File: config.mk
export PLATFORM = sky130hd
export DESIGN_NAME = quoted_argument_tokenizer
export DESIGN_NICKNAME = d
export VERILOG_FILES = /design/src/rtl/qat_pkg.sv /design/src/rtl/qat_step.sv /design/src/rtl/quoted_argument_tokenizer.sv
export VERILOG_INCLUDE_DIRS = /design/src /design/src/rtl
export SDC_FILE = /design/constraint.sdc
export NUM_CORES = 1
export LEC_CHECK = 0
export BUFFER_PORTS_ARGS = -buffer_cell sky130_fd_sc_hd__buf_2
export CORE_MARGIN = 3
export CORE_UTILIZATION = 50
export DETAILED_ROUTE_END_ITERATION = 16
export PLACE_DENSITY = 0.77
export SYNTH_ARGS = -nofsm -noshare
export SYNTH_HDL_FRONTEND = slang
export SYNTH_SLANG_ARGS = --single-unit
File: constraint.sdc
create_clock -name clk -period 2.8 [get_ports clk]
set_clock_uncertainty 0.05 [all_clocks]
set_input_delay 0.42 -clock clk [delete_from_list [all_inputs] [get_ports clk]]
set_output_delay 0.42 -clock clk [all_outputs]
set_load 0.005 [all_outputs]
File: src/rtl/assert_macros.svh
// ----------------------------------------------------------------------------
// Assertion macros
// Short forms for the concurrent checks used in the RTL.
// ----------------------------------------------------------------------------
`ifndef ASSERT_MACROS_SVH
`define ASSERT_MACROS_SVH

// Same-cycle implication, disabled while reset is asserted.
`define ASSERT_IMP(label, clk, rst_n, ante, cons) \
	label: assert property (@(posedge clk) disable iff (!(rst_n)) (ante) |-> (cons)) \
		else $error("assertion failed: ante implies cons");

// Next-cycle implication, disabled while reset is asserted.
`define ASSERT_NXT(label, clk, rst_n, ante, cons) \
	label: assert property (@(posedge clk) disable iff (!(rst_n)) (ante) |=> (cons)) \
		else $error("assertion failed: ante implies cons on the next cycle");

`endif

File: src/rtl/qat_pkg.sv
// ----------------------------------------------------------------------------
// qat_pkg
// Types and character constants shared by the argument tokenizer modules.
// ----------------------------------------------------------------------------
`default_nettype none

package qat_pkg;

	// Character codes the scanner reacts to.
	localparam logic [7:0] CHAR_NUL   = 8'h00;
	localparam logic [7:0] CHAR_TAB   = 8'h09;
	localparam logic [7:0] CHAR_LF    = 8'h0A;
	localparam logic [7:0] CHAR_CR    = 8'h0D;
	localparam logic [7:0] CHAR_SPACE = 8'h20;
	localparam logic [7:0] CHAR_DQUOTE = 8'h22;
	localparam logic [7:0] CHAR_SQUOTE = 8'h27;
	localparam logic [7:0] CHAR_BSLASH = 8'h5C;

	// Scan mode of the line.
	typedef enum logic [1:0] {
		MODE_BETWEEN = 2'd0,
		MODE_PLAIN   = 2'd1,
		MODE_QUOTED  = 2'd2
	} mode_t;

	// Scanner state carried from one byte to the next.
	typedef struct packed {
		mode_t      mode;
		logic       quote_single;
		logic       odd_bslash;
		logic [7:0] args;
	} scan_state_t;

	localparam scan_state_t SCAN_RESET = '{
		mode: MODE_BETWEEN, quote_single: 1'b0, odd_bslash: 1'b0, args: 8'd0
	};

	// Classification of one byte.
	typedef struct packed {
		logic       done;
		logic [7:0] count;
		logic       closes;
		logic       opens;
		logic       keep;
		logic [7:0] data;
	} scan_res_t;

	// Space, tab, CR and LF separate plain arguments.
	function automatic logic is_blank(input logic [7:0] c);
		return (c == CHAR_SPACE) || (c == CHAR_TAB) || (c == CHAR_CR) || (c == CHAR_LF);
	endfunction

endpackage

`default_nettype wire

File: src/rtl/qat_step.sv
// ----------------------------------------------------------------------------
// qat_step
// Per-byte classifier: marks text, argument starts and ends, and computes the
// scanner state that follows the byte.
// ----------------------------------------------------------------------------
`default_nettype none

module qat_step #(
	parameter int MAX_ARGS = 255
) (
	input  logic [7:0]          in_byte,
	input  logic                line_end,
	input  qat_pkg::scan_state_t cur,
	output qat_pkg::scan_state_t nxt,
	output qat_pkg::scan_res_t   res
);
	import qat_pkg::*;

	localparam logic [7:0] MaxArgs = 8'(MAX_ARGS);

	logic        keep;
	logic        opens;
	logic        closes;
	logic        done;
	logic        count_it;
	logic [7:0]  quote_char;
	logic [7:0]  args_new;
	scan_state_t work;

	// Mode transitions for one byte.
	always_comb begin
		keep       = 1'b0;
		opens      = 1'b0;
		closes     = 1'b0;
		done       = 1'b0;
		count_it   = 1'b0;
		work       = cur;
		quote_char = cur.quote_single ? CHAR_SQUOTE : CHAR_DQUOTE;
		if (in_byte == CHAR_NUL) begin
			closes    = (cur.mode == MODE_PLAIN) || (cur.mode == MODE_QUOTED);
			work.mode = MODE_BETWEEN;
			done      = 1'b1;
		end else begin
			unique case (cur.mode)
				MODE_PLAIN: begin
					if (is_blank(in_byte)) begin
						closes    = 1'b1;
						work.mode = MODE_BETWEEN;
					end else begin
						keep = 1'b1;
					end
				end
				MODE_QUOTED: begin
					if ((in_byte == quote_char) && !cur.odd_bslash) begin
						closes    = 1'b1;
						work.mode = MODE_BETWEEN;
					end else begin
						keep            = 1'b1;
						work.odd_bslash = (in_byte == CHAR_BSLASH) ? !cur.odd_bslash : 1'b0;
					end
				end
				default: begin
					// Between arguments; the unused mode code behaves the same.
					if ((in_byte == CHAR_DQUOTE) || (in_byte == CHAR_SQUOTE)) begin
						opens             = 1'b1;
						count_it          = 1'b1;
						work.mode         = MODE_QUOTED;
						work.quote_single = (in_byte == CHAR_SQUOTE);
						work.odd_bslash   = 1'b0;
					end else if (!is_blank(in_byte)) begin
						opens     = 1'b1;
						keep      = 1'b1;
						count_it  = 1'b1;
						work.mode = MODE_PLAIN;
					end else begin
						work.mode = MODE_BETWEEN;
					end
				end
			endcase
			if (line_end) begin
				if (work.mode != MODE_BETWEEN) begin
					closes = 1'b1;
				end
				work.mode = MODE_BETWEEN;
				done      = 1'b1;
			end
		end
	end

	// Saturating argument count.
	assign args_new = (count_it && (cur.args < MaxArgs)) ? cur.args + 8'd1 : cur.args;

	// The state returns to reset at the end of a line.
	always_comb begin
		nxt      = work;
		nxt.args = args_new;
		if (done) begin
			nxt = SCAN_RESET;
		end
	end

	assign res = '{
		done: done, count: args_new, closes: closes, opens: opens, keep: keep,
		data: in_byte
	};

endmodule

`default_nettype wire

File: src/rtl/quoted_argument_tokenizer.sv
// ----------------------------------------------------------------------------
// quoted_argument_tokenizer
// Splits a command line, one byte per word, into shell-style arguments.
// ----------------------------------------------------------------------------
// Usage:
//   The slave channel takes one byte of the command line per word, with tlast
//   marking the final byte of a line (a zero byte also ends the line). The
//   master channel returns one word for every byte: the byte itself, whether
//   it is argument text, whether an argument opens or closes at it, and the
//   number of arguments begun so far; tlast flags the word that ends the line,
//   where the count is final.
//   A byte is registered on entry and classified on its way into the output
//   register. One word per cycle is sustained while the receiver takes every
//   word; the only loop is the update of the scan state register between
//   consecutive bytes.
//   Reset clears both stages and puts the scanner between arguments with a
//   count of zero; the scanner also returns to that state after every line.
//   When the receiver stalls, the output word holds, the input stage fills,
//   and s_tready drops until the output word is taken.
// ----------------------------------------------------------------------------
`default_nettype none

module quoted_argument_tokenizer #(
	parameter int MAX_ARGS = 255
) (
	input  logic        clk,
	input  logic        arst_n,
	input  logic        s_tvalid,
	output logic        s_tready,
	input  logic [7:0]  s_tdata,  // [7:0] in_byte
	input  logic        s_tlast,  // line_end
	output logic        m_tvalid,
	input  logic        m_tready,
	output logic [23:0] m_tdata,  // [7:0] out_byte, [8] keep, [9] opens_arg,
	                              // [10] closes_arg, [18:11] arg_count, rest zero
	output logic        m_tlast   // line_done
);
	import qat_pkg::*;

	`include "assert_macros.svh"

	logic        in_valid_s1;
	logic [7:0]  in_byte_s1;
	logic        in_last_s1;
	logic        out_valid_q;
	scan_res_t   out_q;
	scan_state_t state_q;
	scan_state_t state_nxt;
	scan_res_t   step_res;
	logic        advance;

	// A byte moves on when the output register is free or being emptied.
	assign advance  = in_valid_s1 && (!out_valid_q || m_tready);
	assign s_tready = !in_valid_s1 || advance;

	// Input register.
	always_ff @(posedge clk or negedge arst_n) begin
		if (!arst_n) begin
			in_valid_s1 <= 1'b0;
		end else if (s_tready) begin
			in_valid_s1 <= s_tvalid;
		end
	end

	always_ff @(posedge clk) begin
		if (s_tvalid && s_tready) begin
			in_byte_s1 <= s_tdata;
			in_last_s1 <= s_tlast;
		end
	end

	// Byte classification against the current scan state.
	qat_step #(
		.MAX_ARGS(MAX_ARGS)
	) u_step (
		.in_byte (in_byte_s1),
		.line_end(in_last_s1),
		.cur     (state_q),
		.nxt     (state_nxt),
		.res     (step_res)
	);

	// Scan state and output register.
	always_ff @(posedge clk or negedge arst_n) begin
		if (!arst_n) begin
			state_q     <= SCAN_RESET;
			out_valid_q <= 1'b0;
		end else begin
			if (advance) begin
				state_q <= state_nxt;
			end
			if (advance) begin
				out_valid_q <= 1'b1;
			end else if (m_tready) begin
				out_valid_q <= 1'b0;
			end
		end
	end

	always_ff @(posedge clk) begin
		if (advance) begin
			out_q <= step_res;
		end
	end

	assign m_tvalid = out_valid_q;
	assign m_tdata  = {5'd0, out_q.count, out_q.closes, out_q.opens, out_q.keep, out_q.data};
	assign m_tlast  = out_q.done;

	// Text always belongs to an argument that has been counted.
	`ASSERT_IMP(a_keep_counted, clk, arst_n, m_tvalid && m_tdata[8], m_tdata[18:11] != 8'd0)
	// A zero byte always ends the line.
	`ASSERT_IMP(a_nul_ends_line, clk, arst_n, m_tvalid && (m_tdata[7:0] == 8'd0), m_tlast)
	// The scanner is back in its reset state after a line ends.
	`ASSERT_NXT(a_line_reset, clk, arst_n, advance && step_res.done,
		(state_q.mode == MODE_BETWEEN) && (state_q.args == 8'd0))

endmodule

`default_nettype wire
==> results by group <==
Synth
  • Synth top area cells: edfxtp_1 (39%), dfrtp_1 (16%), nand2_1 (2.0%)
  • Library cells used by synthesis: between 60 and 70
  • Largest area contributor in the netlist: edfxtp_1
  • Synth warnings: 0
  • Number of synthesized flops with an enable pin: 29
  • Register bit total from synthesis: 43
  • Syn Inst Count: between 150 and 200
  • Syn_area_per_cell: between 10 and 15 µm²
  • Sequential fraction of the synthesis area: 0.554
  • Cell area after synthesis: roughly 0.0022 mm²
  • Synth top area share: 0.395
  • Async S/R FF share, synth: 0.326
  • Top_reg_cell synth: edfxtp_1

Timing
  • RSZ-0062 raised after global routing: false
  • Setup-failing EPs final: 0
  • Min Hold Slack: 245 ps
  • Total negative slack: 0 ps
  • Crit path time final: ~2200 ps
  • Fmax: approximately 450 MHz
  • Tcrit/Tclk final: 0.801
  • Final Hold Vio Count: 0
  • Final Max Slew Viols: 0

Status
  • Status: complete, no violations

Layout
  • Commonest cells after routing, fill and taps aside: buf_2 (34), edfxtp_1 (29), dfrtp_1 (14)
  • Area grow syn2layout: 13.3%
  • Most common cell after layout, fill and taps aside: buf_2
  • Diode count: 0
  • Final #Nets: 230
  • Share of cells above drive strength 1: 0.288

Worst setup path
  • Worst path max stage delay: ~490 ps
  • CP bufs+invs: 1
  • Crit Path Class: reg2reg
  • Crit end category: flip-flop
  • Delay-heaviest family, CP: compound AO/OA/AOI/OAI gates
  • Critical Path Fanout Max: 11
  • Worst Path Arrival: 2380 ps
  • CP Launch Type: flip-flop
  • Critical Path RT: 2930 ps
  • Crit-path cells: inv_1 -> ha_1 -> nand2_1 -> a211oi_1 -> nand3_2 -> or2_1 -> a221o_1
  • Worst path slowest cell: ha_1

Power
  • Comb power frac: 0.186
  • Sequential Power Share: 0.527
  • Clock power share: 0.287
  • Pleak: between 1 and 1.5 nW
  • NetSw: 0.440 mW
  • Sw Share: 0.271
  • VDD IR max: about 0.0003 V
  • PD cells: around 650 mW/mm²
  • Int Pwr: around 1.2 mW

Clock network
  • Clk_lat worst skew: 290 ps
  • Setup Fix Bufs, Post-CTS: 0
  • Max clock buf depth: 2
  • Post-CTS Hold Fix Bufs: 1
  • Clock Tree Root: clkbuf_8
  • CTS Buf Count: 5
  • CTS clk-pin slew, worst paths: 80 ps
  • CTS tree: yes
  • H-tree levels: 2
  • Cts repair resizes: 0
  • Num Clock Sinks: 43

Route
  • DRC violations left: 0
  • Starting DRT DRC Count: 101
  • Antenna viol nets, final: 0
  • Vias/cell: about 6
  • DRT Pass-1 Iters: 4
  • Via count: between 1,500 and 2,000
  • Drt total wl: between 4 and 5 mm
  • DR WL/cell: about 15 µm

Placed design
  • Port bufs: 34
  • Final GP Congestion: ~0.87
  • Post-DP HPWL: roughly 2.9 mm

Run
  • Max-cap violations: 0

Floorplan
  • Top-level port count: 40
  • Initial core utilization: 0.536
  • # rows: 23
  • Die X: slightly above 70 µm
  • Die extent in y: approximately 72 µm
  • Die ar.: 0.00524 mm²
  • Core area: approximately 0.0041 mm²

GRT
  • Initial antenna violation count: 0
  • First-pass GRT wire length: a little under 7 mm
  • Vias in the first global route: ~1,500
  • Gr usage total: 0.171
  • Pin count of the biggest net entering global routing: 25
  • Total gr overflow: 0

Worst hold path
  • Worst Hold Class: in2reg
==> cell usage after synthesis (2+ instances only) <==
cell	number
nor3_1	3
inv_1	7
a22o_1	2
nor2b_1	3
and3_2	2
o21ai_0	5
nor2_1	10
xor2_1	3
nand4_1	3
o21ai_1	2
xnor2_1	3
buf_4	5
o221ai_1	2
or4_1	4
a211o_1	2
edfxtp_1	29
nand3_1	5
a21oi_1	2
nand2b_1	3
nand2_1	12
and2_2	2
nor4_2	2
o2111ai_1	2
buf_6	3
ha_1	3
o211ai_1	2
nand4b_1	2
dfrtp_1	14
==> state kept, by name, summed over array words and instances (netlist names) <==
register,count
in_byte_s1,8
in_last_s1,1
in_valid_s1,1
m_tdata,19
m_tlast,1
m_tvalid,1
state_q,12
==> per-stage QoR <==
step,area (µm²),instances,power [mW],setup slack (ps),util
after global routing,2500,265,1.71,339,0.607
final,2500,265,1.62,558,0.607
after detailed placement,2380,256,1.17,578,0.579
after floorplan,2220,181,1.08,857,-
after CTS,2500,265,1.64,562,0.607
after global placement,2380,256,1.16,636,0.579
==> routing by layer <==
metal / track usage / vias to the layer above / share of wire
met2: 0.258 / 43 / 0.47
li1: - / 745 / -
met4: 0.0779 / 0 / 0.015
met1: 0.230 / 753 / 0.45
met3: 0.0471 / 7 / 0.061
met5: 0 / - / 0
==> final timing paths <==
kind / from / end / slack, ps / cells past startpoint
setup / recovery: state_q[10] / state_q[4] / 560 / 7
hold reg to reg: in_valid_s1 / m_tvalid / 450 / 1
min in group asynchronous: arst_n / state_q[2] / 510 / 2
setup reg to reg: state_q[10] / state_q[4] / 560 / 7
hold / removal: s_tdata[0] / in_byte_s1[0] / 240 / 1
max in group asynchronous: arst_n / state_q[8] / 1940 / 2
==> power by group through the flow <==
stage | logic (mW) | registers [mW] | clock network, mW
global route | 0.340 | 0.867 | 0.499
detailed placement | 0.302 | 0.867 | 0
global placement | 0.293 | 0.864 | 0
finish | 0.302 | 0.855 | 0.466
floorplan | 0.225 | 0.857 | 0
CTS | 0.304 | 0.854 | 0.478
==> kinds of logic (layout without fill, tap and decap cells) <==
| logic type | Yosys count | after routing | share of synthesized area |
|---|---|---|---|
| compound gates | 34 | 34 | 0.129 |
| xor+xnor | 6 | 6 | 0.0238 |
| fa+ha+maj | 3 | 3 | 0.0170 |
| buf+inv | 19 | 53 | 0.0528 |
| flops | 43 | 43 | 0.554 |
| mux | 2 | 2 | 0.0113 |
| other cells | 1 | 5 | 0.00170 |
| simple gates | 69 | 69 | 0.211 |
==> cell type report <==
cell class                 count  area (µm²)
clock buffer                   5        68.8
clock inverter                 3        38.8
fill                         345        1620
inverter                       9        36.3
multi-input combinational    119         883
sequential                    43        1220
tap                           50        62.6
timing repair buffer          36         188
No activity file was read; power rests on OpenSTA's default activity.
